`src/rtl/core/poldot_pkg.sv`:
```
package poldot_pkg;

  // Default configuration
  localparam int DefDotLimit  = 64;
  localparam int DefCoordW    = 24;

  // Distances and configuration widths
  localparam int DIST_W       = 40;
  localparam int SPACING_W    = 20;
  localparam int MAXDOTS_W    = 7;
  localparam int DOTNUM_W     = 6;
  localparam int CFG_IDX_W    = 1;
  localparam int SCALE_W      = 30;

  localparam logic [SPACING_W-1:0] SPACING_MIN   = 20'd16;
  localparam logic [SPACING_W-1:0] SPACING_RESET = 20'd480;
  localparam logic [MAXDOTS_W-1:0] MAXDOTS_RESET = 7'd32;

  // Configuration register indexes
  localparam logic [CFG_IDX_W-1:0] CFG_DOT_SPACING = 1'b0;
  localparam logic [CFG_IDX_W-1:0] CFG_MAX_DOTS    = 1'b1;

  // Queue status seen by both ends
  typedef struct packed {
    logic full;
    logic empty;
  } q_status_t;

  // Back-end sequencer states
  typedef enum logic [3:0] {
    ST_IDLE,
    ST_SQLD,
    ST_SQ,
    ST_SQRT,
    ST_CHECK,
    ST_SCALE,
    ST_MULLD,
    ST_MUL,
    ST_DIV,
    ST_EMIT,
    ST_ENDSEG
  } back_state_t;

endpackage

```
`src/rtl/core/poldot_queue.sv`:
```
module poldot_queue import poldot_pkg::*; #(
  parameter int ENTRY_W = 8
) (
  input  logic               clk,
  input  logic               rst_n,
  input  logic               push,
  input  logic [ENTRY_W-1:0] push_data,
  input  logic               pop,
  output logic [ENTRY_W-1:0] pop_data,
  output q_status_t          status
);

  logic [ENTRY_W-1:0] mem_r [2];
  logic               wr_ptr_r, rd_ptr_r;
  logic [1:0]         count_r;

  assign pop_data     = mem_r[rd_ptr_r];
  assign status.full  = (count_r == 2'd2);
  assign status.empty = (count_r == 2'd0);

  // Two-entry FIFO between the front and back parts
  always_ff @(posedge clk) begin
    if (!rst_n) begin
      wr_ptr_r <= 1'b0;
      rd_ptr_r <= 1'b0;
      count_r  <= 2'd0;
    end else begin
      if (push) begin
        wr_ptr_r <= ~wr_ptr_r;
      end
      if (pop) begin
        rd_ptr_r <= ~rd_ptr_r;
      end
      if (push && !pop) begin
        count_r <= count_r + 2'd1;
      end else if (pop && !push) begin
        count_r <= count_r - 2'd1;
      end
    end
  end

  always_ff @(posedge clk) begin
    if (push) begin
      mem_r[wr_ptr_r] <= push_data;
    end
  end

endmodule

```
`src/rtl/core/poldot_front.sv`:
```
module poldot_front import poldot_pkg::*; #(
  parameter int COORD_WIDTH = DefCoordW,
  localparam int MW = COORD_WIDTH + 1,
  localparam int ENTRY_W = 1 + 3 * COORD_WIDTH + 3 * MW
) (
  input  logic                     clk,
  input  logic                     rst_n,
  input  logic                     in_tvalid,
  output logic                     in_tready,
  input  logic                     start_path,
  input  logic [COORD_WIDTH-1:0]   point [3],
  input  q_status_t                q_status,
  output logic                     push,
  output logic [ENTRY_W-1:0]       push_data
);

  logic [COORD_WIDTH-1:0] prev_r [3];
  logic                   have_r;
  logic [MW-1:0]          delta [3];
  logic                   accept, is_start, is_zero;

  assign in_tready = !q_status.full;
  assign accept    = in_tvalid && in_tready;

  // Segment deltas against the previous point
  always_comb begin
    for (int a = 0; a < 3; a++) begin
      delta[a] = {point[a][COORD_WIDTH-1], point[a]} - {prev_r[a][COORD_WIDTH-1], prev_r[a]};
    end
  end

  assign is_start = start_path || !have_r;
  assign is_zero  = (delta[0] == '0) && (delta[1] == '0) && (delta[2] == '0);

  // Zero-length segments never reach the back part
  assign push      = accept && (is_start || !is_zero);
  assign push_data = {is_start, prev_r[2], prev_r[1], prev_r[0], delta[2], delta[1], delta[0]};

  always_ff @(posedge clk) begin
    if (!rst_n) begin
      have_r <= 1'b0;
      for (int a = 0; a < 3; a++) begin
        prev_r[a] <= '0;
      end
    end else if (accept) begin
      have_r <= 1'b1;
      for (int a = 0; a < 3; a++) begin
        prev_r[a] <= point[a];
      end
    end
  end

endmodule

```
`src/rtl/core/poldot_back.sv`:
```
module poldot_back import poldot_pkg::*; #(
  parameter int DOT_LIMIT   = DefDotLimit,
  parameter int COORD_WIDTH = DefCoordW,
  localparam int MW      = COORD_WIDTH + 1,
  localparam int ENTRY_W = 1 + 3 * COORD_WIDTH + 3 * MW
) (
  input  logic                   clk,
  input  logic                   rst_n,
  input  logic [SPACING_W-1:0]   dot_spacing,
  input  logic [MAXDOTS_W-1:0]   max_dots,
  input  q_status_t              q_status,
  input  logic [ENTRY_W-1:0]     pop_data,
  output logic                   pop,
  output logic                   out_valid,
  input  logic                   out_ready,
  output logic [COORD_WIDTH-1:0] dot [3],
  output logic [DOTNUM_W-1:0]    dot_number,
  output logic                   last_of_run
);

  localparam int SQW   = 2 * MW + 2;
  localparam int RW    = MW + 1;
  localparam int SW    = (RW < SCALE_W) ? RW : SCALE_W;
  localparam int PW    = MW + SW;
  localparam int MAXC  = (PW > SQW) ? PW : SQW;
  localparam int CNT_W = $clog2(MAXC + 1);
  localparam logic [MAXDOTS_W-1:0] LIMIT_CAP = MAXDOTS_W'(DOT_LIMIT);

  back_state_t state_r, state_nxt;

  logic [COORD_WIDTH-1:0] prev_r [3], prev_nxt [3];
  logic [MW-1:0]          d_r [3], d_nxt [3];
  logic [MW-1:0]          mag [3];
  logic [1:0]             axis_r, axis_nxt;
  logic [CNT_W-1:0]       cnt_r, cnt_nxt;
  logic [SQW-1:0]         sumsq_r, sumsq_nxt, sqa_r, sqa_nxt, rad_r, rad_nxt;
  logic [MW-1:0]          sqb_r, sqb_nxt;
  logic [RW+1:0]          rem_r, rem_nxt;
  logic [RW-1:0]          root_r, root_nxt, len_r, len_nxt;
  logic [RW-1:0]          num_r, num_nxt, den_r, den_nxt;
  logic [PW-1:0]          mula_r, mula_nxt, prod_r, prod_nxt, quo_r, quo_nxt;
  logic [SW-1:0]          mulb_r, mulb_nxt;
  logic [SW-1:0]          drem_r, drem_nxt;
  logic [COORD_WIDTH-1:0] dot_r [3], dot_nxt [3];
  logic [COORD_WIDTH-1:0] odot_r [3], odot_nxt [3];
  logic [DIST_W-1:0]      trav_r, trav_nxt, next_r, next_nxt;
  logic [MAXDOTS_W-1:0]   dp_r, dp_nxt;
  logic                   ov_r, ov_nxt, last_r, last_nxt;
  logic [DOTNUM_W-1:0]    dn_r, dn_nxt;

  logic [MAXDOTS_W-1:0]   limit;
  logic [SPACING_W-1:0]   spacing;
  logic [DIST_W:0]        seg_end, next_sum, trav_sum;
  logic [DIST_W-1:0]      next_sat, trav_sat, gap;
  logic                   dot_here, more_after, cnt_done;
  logic [RW+2:0]          sq_trial, sq_cmp;
  logic [SW:0]            div_trial;
  logic                   div_ge;
  logic [PW-1:0]          prod_fin;
  logic [MW-1:0]          qmag, dot_sum;

  assign limit   = (max_dots > LIMIT_CAP) ? LIMIT_CAP : max_dots;
  assign spacing = (dot_spacing < SPACING_MIN) ? SPACING_MIN : dot_spacing;

  always_comb begin
    for (int a = 0; a < 3; a++) begin
      mag[a] = d_r[a][MW-1] ? (~d_r[a] + 1'b1) : d_r[a];
    end
  end

  // Distance bookkeeping with saturation
  assign seg_end  = {1'b0, trav_r} + (DIST_W + 1)'(len_r);
  assign next_sum = {1'b0, next_r} + (DIST_W + 1)'(spacing);
  assign next_sat = next_sum[DIST_W] ? '1 : next_sum[DIST_W-1:0];
  assign trav_sum = seg_end;
  assign trav_sat = trav_sum[DIST_W] ? '1 : trav_sum[DIST_W-1:0];
  assign gap      = (next_r >= trav_r) ? (next_r - trav_r) : '0;
  assign dot_here = (dp_r < limit) && ({1'b0, next_r} <= seg_end);
  assign more_after = ((dp_r + 1'b1) < limit) && ({1'b0, next_sat} <= seg_end);

  // Shared arithmetic steps
  assign sq_trial  = {rem_r[RW:0], rad_r[SQW-1:SQW-2]};
  assign sq_cmp    = {1'b0, root_r, 2'b01};
  assign div_trial = {drem_r, quo_r[PW-1]};
  assign div_ge    = (div_trial >= {1'b0, den_r[SW-1:0]});
  assign prod_fin  = prod_r + (mulb_r[0] ? mula_r : '0);
  // The last quotient bit is settled in the same cycle the position is formed.
  assign qmag      = {quo_r[MW-2:0], div_ge};
  assign dot_sum   = {prev_r[axis_r][COORD_WIDTH-1], prev_r[axis_r]}
                   + (d_r[axis_r][MW-1] ? (~qmag + 1'b1) : qmag);

  always_comb begin
    case (state_r)
      ST_SQ:    cnt_done = (cnt_r == CNT_W'(MW - 1));
      ST_SQRT:  cnt_done = (cnt_r == CNT_W'(RW - 1));
      ST_MUL:   cnt_done = (cnt_r == CNT_W'(SW - 1));
      ST_DIV:   cnt_done = (cnt_r == CNT_W'(PW - 1));
      default:  cnt_done = 1'b0;
    endcase
  end

  // Next state
  always_comb begin
    state_nxt = state_r;
    case (state_r)
      ST_IDLE: begin
        if (!q_status.empty && !pop_data[ENTRY_W-1] && (dp_r < limit)) begin
          state_nxt = ST_SQLD;
        end
      end
      ST_SQLD:  state_nxt = (axis_r == 2'd3) ? ST_SQRT : ST_SQ;
      ST_SQ:    if (cnt_done) state_nxt = ST_SQLD;
      ST_SQRT:  if (cnt_done) state_nxt = ST_CHECK;
      ST_CHECK: state_nxt = dot_here ? ST_SCALE : ST_ENDSEG;
      ST_SCALE: if ((den_r >> SCALE_W) == '0) state_nxt = ST_MULLD;
      ST_MULLD: state_nxt = (axis_r == 2'd3) ? ST_EMIT : ST_MUL;
      ST_MUL:   if (cnt_done) state_nxt = ST_DIV;
      ST_DIV:   if (cnt_done) state_nxt = ST_MULLD;
      ST_EMIT:  if (!ov_r || out_ready) state_nxt = ST_CHECK;
      ST_ENDSEG: state_nxt = ST_IDLE;
      default:  state_nxt = ST_IDLE;
    endcase
  end

  assign pop = (state_r == ST_IDLE) && !q_status.empty;

  // Datapath and outputs
  always_comb begin
    prev_nxt  = prev_r;
    d_nxt     = d_r;
    dot_nxt   = dot_r;
    odot_nxt  = odot_r;
    axis_nxt  = axis_r;
    cnt_nxt   = cnt_r + 1'b1;
    sumsq_nxt = sumsq_r;
    sqa_nxt   = sqa_r;
    sqb_nxt   = sqb_r;
    rad_nxt   = rad_r;
    rem_nxt   = rem_r;
    root_nxt  = root_r;
    len_nxt   = len_r;
    num_nxt   = num_r;
    den_nxt   = den_r;
    mula_nxt  = mula_r;
    mulb_nxt  = mulb_r;
    prod_nxt  = prod_r;
    quo_nxt   = quo_r;
    drem_nxt  = drem_r;
    trav_nxt  = trav_r;
    next_nxt  = next_r;
    dp_nxt    = dp_r;
    ov_nxt    = ov_r && !out_ready;
    last_nxt  = last_r;
    dn_nxt    = dn_r;
    case (state_r)
      ST_IDLE: begin
        if (pop) begin
          if (pop_data[ENTRY_W-1]) begin
            trav_nxt = '0;
            next_nxt = '0;
            dp_nxt   = '0;
          end else begin
            for (int a = 0; a < 3; a++) begin
              d_nxt[a]    = pop_data[a*MW +: MW];
              prev_nxt[a] = pop_data[3*MW + a*COORD_WIDTH +: COORD_WIDTH];
            end
            sumsq_nxt = '0;
            axis_nxt  = 2'd0;
          end
        end
      end
      ST_SQLD: begin
        cnt_nxt = '0;
        if (axis_r == 2'd3) begin
          rad_nxt  = sumsq_r;
          rem_nxt  = '0;
          root_nxt = '0;
        end else begin
          sqa_nxt = SQW'(mag[axis_r]);
          sqb_nxt = mag[axis_r];
        end
      end
      ST_SQ: begin
        // Shift-add square of one axis magnitude
        if (sqb_r[0]) begin
          sumsq_nxt = sumsq_r + sqa_r;
        end
        sqa_nxt = sqa_r << 1;
        sqb_nxt = sqb_r >> 1;
        if (cnt_done) begin
          axis_nxt = axis_r + 2'd1;
        end
      end
      ST_SQRT: begin
        // One root bit per cycle
        rad_nxt = rad_r << 2;
        if (sq_trial >= sq_cmp) begin
          rem_nxt  = (RW + 2)'(sq_trial - sq_cmp);
          root_nxt = {root_r[RW-2:0], 1'b1};
        end else begin
          rem_nxt  = (RW + 2)'(sq_trial);
          root_nxt = {root_r[RW-2:0], 1'b0};
        end
        if (cnt_done) begin
          len_nxt = root_nxt;
        end
      end
      ST_CHECK: begin
        den_nxt  = len_r;
        num_nxt  = (gap > DIST_W'(len_r)) ? len_r : gap[RW-1:0];
        axis_nxt = 2'd0;
      end
      ST_SCALE: begin
        if ((den_r >> SCALE_W) != '0) begin
          den_nxt = den_r >> 1;
          num_nxt = num_r >> 1;
        end
      end
      ST_MULLD: begin
        cnt_nxt  = '0;
        mula_nxt = PW'(mag[axis_r]);
        mulb_nxt = num_r[SW-1:0];
        prod_nxt = PW'(den_r[SW-1:0] >> 1);
      end
      ST_MUL: begin
        // Shift-add product plus half the divisor for rounding
        prod_nxt = prod_fin;
        mula_nxt = mula_r << 1;
        mulb_nxt = mulb_r >> 1;
        if (cnt_done) begin
          cnt_nxt  = '0;
          quo_nxt  = prod_fin;
          drem_nxt = '0;
        end
      end
      ST_DIV: begin
        // Restoring division, dividend shifts out as quotient shifts in
        if (div_ge) begin
          drem_nxt = SW'(div_trial - {1'b0, den_r[SW-1:0]});
          quo_nxt  = {quo_r[PW-2:0], 1'b1};
        end else begin
          drem_nxt = div_trial[SW-1:0];
          quo_nxt  = {quo_r[PW-2:0], 1'b0};
        end
      end
      ST_EMIT: begin
        // Hand the finished dot to the output register
        if (!ov_r || out_ready) begin
          ov_nxt   = 1'b1;
          last_nxt = !more_after;
          dn_nxt   = dp_r[DOTNUM_W-1:0];
          odot_nxt = dot_r;
          dp_nxt   = dp_r + 1'b1;
          next_nxt = next_sat;
        end
      end
      ST_ENDSEG: begin
        trav_nxt = trav_sat;
      end
      default: begin
      end
    endcase
    // Finished axis position
    if ((state_r == ST_DIV) && cnt_done) begin
      dot_nxt[axis_r] = dot_sum[COORD_WIDTH-1:0];
      axis_nxt        = axis_r + 2'd1;
    end
  end

  assign out_valid   = ov_r;
  assign dot         = odot_r;
  assign dot_number  = dn_r;
  assign last_of_run = last_r;

  always_ff @(posedge clk) begin
    if (!rst_n) begin
      state_r <= ST_IDLE;
      ov_r    <= 1'b0;
      trav_r  <= '0;
      next_r  <= '0;
      dp_r    <= '0;
    end else begin
      state_r <= state_nxt;
      ov_r    <= ov_nxt;
      trav_r  <= trav_nxt;
      next_r  <= next_nxt;
      dp_r    <= dp_nxt;
    end
  end

  always_ff @(posedge clk) begin
    prev_r  <= prev_nxt;
    d_r     <= d_nxt;
    dot_r   <= dot_nxt;
    odot_r  <= odot_nxt;
    axis_r  <= axis_nxt;
    cnt_r   <= cnt_nxt;
    sumsq_r <= sumsq_nxt;
    sqa_r   <= sqa_nxt;
    sqb_r   <= sqb_nxt;
    rad_r   <= rad_nxt;
    rem_r   <= rem_nxt;
    root_r  <= root_nxt;
    len_r   <= len_nxt;
    num_r   <= num_nxt;
    den_r   <= den_nxt;
    mula_r  <= mula_nxt;
    mulb_r  <= mulb_nxt;
    prod_r  <= prod_nxt;
    quo_r   <= quo_nxt;
    drem_r  <= drem_nxt;
    last_r  <= last_nxt;
    dn_r    <= dn_nxt;
  end

endmodule

```
`src/rtl/core/polyline_uniform_dot_resampler_unit.sv`:
```
// Polyline resampler: places dots at equal arc-length spacing along 3D paths.
// Input channel in_*: one beat per path point; in_tuser is start_path, in_tdata
// holds point_x, point_y, point_z (signed Q20.4) from the lowest bit up.
// Output channel out_*: one beat per dot; out_tdata holds dot_x, dot_y, dot_z
// and dot_number, out_tlast marks the last dot caused by one input point.
// Configuration channel cfg_*: index 0 writes dot_spacing (Q.4), index 1 writes
// max_dots; writes are always taken and belong to idle periods.
// A point is taken into a two-entry queue; the back sequencer then works on one
// segment at a time. A segment's squared length is summed with a shift-add
// square per axis and fed to a bit-serial square root, and each dot is worked
// out axis by axis in the shared shift-add multiplier and restoring divider.
// Reset clears the path state and loads dot_spacing 480 and max_dots 32.
// When the receiver stalls, the finished dot waits in the output register while
// the sequencer works out the next dot and then holds; the queue keeps taking
// points until it is full.
module polyline_uniform_dot_resampler_unit import poldot_pkg::*; #(
  parameter int DOT_LIMIT   = DefDotLimit,
  parameter int COORD_WIDTH = DefCoordW,
  localparam int IN_W  = ((3 * COORD_WIDTH + 7) / 8) * 8,
  localparam int OUT_W = ((3 * COORD_WIDTH + DOTNUM_W + 7) / 8) * 8
) (
  input  logic                 clk,
  input  logic                 rst_n,
  input  logic                 in_tvalid,
  output logic                 in_tready,
  input  logic [IN_W-1:0]      in_tdata,   // point_x, point_y, point_z
  input  logic                 in_tuser,   // start_path
  output logic                 out_tvalid,
  input  logic                 out_tready,
  output logic [OUT_W-1:0]     out_tdata,  // dot_x, dot_y, dot_z, dot_number
  output logic                 out_tlast,  // last_of_run
  input  logic                 cfg_valid,
  output logic                 cfg_ready,
  input  logic [CFG_IDX_W-1:0] cfg_index,
  input  logic [SPACING_W-1:0] cfg_data
);

  localparam int MW      = COORD_WIDTH + 1;
  localparam int ENTRY_W = 1 + 3 * COORD_WIDTH + 3 * MW;

  logic [SPACING_W-1:0]   dot_spacing_r;
  logic [MAXDOTS_W-1:0]   max_dots_r;
  logic [COORD_WIDTH-1:0] point [3];
  logic [COORD_WIDTH-1:0] dot [3];
  logic [DOTNUM_W-1:0]    dot_number;
  q_status_t              q_status;
  logic                   push, pop;
  logic [ENTRY_W-1:0]     push_data, pop_data;

  // Configuration registers
  assign cfg_ready = 1'b1;

  always_ff @(posedge clk) begin
    if (!rst_n) begin
      dot_spacing_r <= SPACING_RESET;
      max_dots_r    <= MAXDOTS_RESET;
    end else if (cfg_valid && cfg_ready) begin
      case (cfg_index)
        CFG_DOT_SPACING: dot_spacing_r <= cfg_data;
        CFG_MAX_DOTS:    max_dots_r    <= cfg_data[MAXDOTS_W-1:0];
        default: begin
        end
      endcase
    end
  end

  // Unpack the input beat
  always_comb begin
    for (int a = 0; a < 3; a++) begin
      point[a] = in_tdata[a*COORD_WIDTH +: COORD_WIDTH];
    end
  end

  poldot_front #(
    .COORD_WIDTH (COORD_WIDTH)
  ) u_front (
    .clk        (clk),
    .rst_n      (rst_n),
    .in_tvalid  (in_tvalid),
    .in_tready  (in_tready),
    .start_path (in_tuser),
    .point      (point),
    .q_status   (q_status),
    .push       (push),
    .push_data  (push_data)
  );

  poldot_queue #(
    .ENTRY_W (ENTRY_W)
  ) u_queue (
    .clk       (clk),
    .rst_n     (rst_n),
    .push      (push),
    .push_data (push_data),
    .pop       (pop),
    .pop_data  (pop_data),
    .status    (q_status)
  );

  poldot_back #(
    .DOT_LIMIT   (DOT_LIMIT),
    .COORD_WIDTH (COORD_WIDTH)
  ) u_back (
    .clk         (clk),
    .rst_n       (rst_n),
    .dot_spacing (dot_spacing_r),
    .max_dots    (max_dots_r),
    .q_status    (q_status),
    .pop_data    (pop_data),
    .pop         (pop),
    .out_valid   (out_tvalid),
    .out_ready   (out_tready),
    .dot         (dot),
    .dot_number  (dot_number),
    .last_of_run (out_tlast)
  );

  // Pack the result beat
  assign out_tdata = OUT_W'({dot_number, dot[2], dot[1], dot[0]});

endmodule

```
`config.mk`:
```
export PLATFORM = sky130hd
export DESIGN_NAME = polyline_uniform_dot_resampler_unit
export DESIGN_NICKNAME = d
export VERILOG_FILES = /design/src/rtl/core/poldot_pkg.sv /design/src/rtl/core/poldot_queue.sv /design/src/rtl/core/poldot_front.sv /design/src/rtl/core/poldot_back.sv /design/src/rtl/core/polyline_uniform_dot_resampler_unit.sv
export SDC_FILE = /design/constraint.sdc
export NUM_CORES = 2
export LEC_CHECK = 0
export BUFFER_PORTS_ARGS = -buffer_cell sky130_fd_sc_hd__buf_2
export CAP_MARGIN = 5
export CORE_MARGIN = 1
export CORE_UTILIZATION = 60
export DETAILED_ROUTE_END_ITERATION = 8
export GPL_ROUTABILITY_DRIVEN = 0
export HOLD_SLACK_MARGIN = 0.03
export PLACE_DENSITY = 0.77
export SYNTH_ARGS = -nofsm -noshare
export SYNTH_HDL_FRONTEND = slang
export SYNTH_SLANG_ARGS = --single-unit
```
`constraint.sdc`:
```
create_clock -name clk -period 19.91 [get_ports clk]
set_input_delay 4.9775 -clock clk [delete_from_list [all_inputs] [get_ports clk]]
set_output_delay 4.9775 -clock clk [all_outputs]
set_load 0.03 [all_outputs]
```
==> metrics.cfg <==
[yosys]
synth_area_leader_cell=edfxtp_1
synthXorXnorAreaFrac_pct=4.88
synth.avg_cell_area_sq_um=10.9
synth_compound_area_share_pct=13.4
netlist.area_leader.share_pct=49.6
synth_edf_count=1185
netlist_instances=6600
syn_area_sq_um=71800
yosysUniqueCellTypes=98
yosys-top-cells-area=edfxtp_1, ha_1, nand2_1
synth_common_cells=edfxtp_1, nand2_1, nor2_1, ha_1, a21oi_1
synth_seq_cells=1316
synthAdderAreaFrac_pct=8.38
yosysWarnings=0
yosys.area_share.simple_pct=13.4
async_flop_share_pct=0
synth_ff_type=edfxtp_1
synth_top_family_by_area=simple AND/OR/NAND/NOR gates
synth.mux.area_fraction_pct=3.58
seq_area_frac_synth_pct=53.2
yosys.cell_count.top_type=edfxtp_1

[timing]
slew_headroom_pct=19.6
period_share_pct=53.8
grt_setup_unrepaired=false
clock.fmax_mhz=93.3
final.setup.tns_ns=0
slew_violations=0
finClkSkew_ns=0.0417
hold_violations=0
setup-violations-final=0
worst_pin_slew_ns=1.21
hold-worst-slack_ns=0.414
fin_crit_ns=10.71

[cells_and_area]
fillers=8779
final_cell_area_sq_um=79000
final_cells=8444
syn2layout_area_growth_pct=9.96
design.final.nets=7303
drive_gt1_share_pct=9.81

[routing]
wl_per_cell_microns=20.9
wl_mm=176
vias=51500
drtAntennaViolNets=0
drt-pass1-iter-count=8
drtIter0Drc=4881
via_per_inst=6.10
drcViolationCount=0

[clock_tree]
clock-sinks=1316
hold_buffers=0
cts_buffers=140
clock-root-buffer=clkbuf_16
cts_setup_buffers=0
cts_tree=yes
cts.repair.resized=0
worstSkewPairLatency_ns=0.78
ctsHtreeMaxLevel=4
path_clk_slew_ns=0.06
cts_buffer_depth=3

[grt]
grt.total_usage_pct=29.0
grt_max_degree=155
grt_pass1_vias=49500
grt_pass1_wl_mm=275
gr-total-overflow=0
antenna_found_initial=5

[power]
p_leak_nw=31.2
p_per_area_nw_per_um2=144
peakVddDrop_v=0.000122
finalPower_w=0.0114

[setup_path]
cp_max_fo=74
r2r_slack_ns=11.87
critPathArrivalTime_ns=11.09
max_stage_delay_ns=0.90
crit_type=in -> reg
path_delay_family=buffers and inverters
crit_buf_inv=4
crit_path_frequent_cell=buf_4
start_kind=primary input
worstPathRequired_ns=20.29
critPathCaptureType=flip-flop
crit_slowest_cell=buf_4
crit_chain=buf_2 -> inv_1 -> ha_1 -> fa_1 -> and2b_1 -> o2111ai_1 -> a31oi_2 -> a211oi_1 -> o31a_1 -> o31ai_1 -> xor2_1 -> or3_1 -> nor4b_1 -> and4b_1 -> nor3_2 -> buf_4 -> buf_4

[job]
max_cap_viol_count=0

[floorplanning]
core_sq_um=118000
rows=126
die_w_microns=348
die_area_sq_um=121000
start_util_pct=60.6
ios=183
die_h_microns=348

[run_status]
status=complete, no violations

[place]
placed_area_sq_um=74300
dpl.cell_count=8187
numPortBuffers=179
hpwlAfterDp_mm=126

[min_path]
hold_class=reg -> reg

-- registers in the layout, summed over array words and instances (netlist names), 27 cells and up, named ones only --
signal / cells
u_back.dot_r: 72
u_back.dot: 72
u_back.quo_r: 51
u_back.next_r: 40
u_back.mula_r: 51
u_back.prod_r: 51
u_back.sqa_r: 52
u_back.trav_r: 40
u_back.d_r: 75
u_back.sumsq_r: 52
u_back.rem_r: 27
u_front.prev_r: 72
u_back.rad_r: 52
u_queue.mem_r: 296
u_back.prev_r: 72
-- layer usage --
| layer | share of wire [%] | track usage, % | up-vias |
|---|---|---|---|
| met5 | 0 | 0 | - |
| met4 | 3.5 | 11.2 | 0 |
| met3 | 8.1 | 4.80 | 331 |
| met2 | 46 | 46.6 | 2135 |
| met1 | 42 | 39.4 | 24700 |
| li1 | - | - | 24300 |
-- power by group --
part | switching [W] | total [W] | internal, W
Sequential | 0.000287 | 0.00421 | 0.00392
Combinational | 0.00292 | 0.00455 | 0.00163
Clock | 0.00112 | 0.00262 | 0.00150
Total | 0.00433 | 0.0114 | 0.00705
-- final cells by class --
type	instances	area [sq um]	share of cell area [%]
well taps	1600	2000	2.54
inverters	342	1290	1.63
flip-flops and latches	1316	38200	48.4
diodes	3	7.51	0.00951
clock inverters	89	992	1.26
clock buffers	165	3650	4.62
multi-input cells	4701	31500	39.9
repair buffers	228	1280	1.62
-- per-stage QoR --
| step | setup WS (ns) | utilization [%] |
|---|---|---|
| finish | 9.20 | 66.7 |
| global route | 8.90 | 66.7 |
| CTS | 9.19 | 66.7 |
| detailed placement | 8.41 | 62.8 |
| global placement | 8.62 | 62.8 |
| floorplan | 1.52 | - |
-- placed cells by master (no fill, tap or decap), drive strengths merged, types with 119 or more instances in the layout --
cell type  netlist  final
a21o           210    210
inv            340    346
nor2           538    538
buf             31    228
dfxtp          131    131
xor2           150    150
xnor2          250    250
edfxtp        1185   1185
nand2          726    726
a21oi          433    433
and2           182    182
mux2           152    152
o21ai          364    364
nand3          119    119
ha             465    465
clkbuf         211    165
-- worst paths after layout --
check | start | endpoint | cells after the start
worst max-delay path | in_tdata[24] | u_queue.mem_r[0][119] | 17
worst min-delay path | u_back.dot_r[67] | u_back.dot[67] | 0
worst max register to register | u_back.den_r[1] | u_back.dot_r[22] | 27
worst min register to register | u_back.dot_r[67] | u_back.dot[67] | 0
-- cells by family after synthesis --
| logic type | after synthesis |
|---|---|
| AND/OR/NAND/NOR | 2077 |
| AO/OA/AOI/OAI | 1508 |
| flip-flops | 1316 |
| buffers and inverters | 584 |
| adder cells (fa/ha/maj) | 475 |
| XOR/XNOR | 400 |
| multiplexers | 238 |
| other | 2 |
Power figures use the tool's default switching activity.
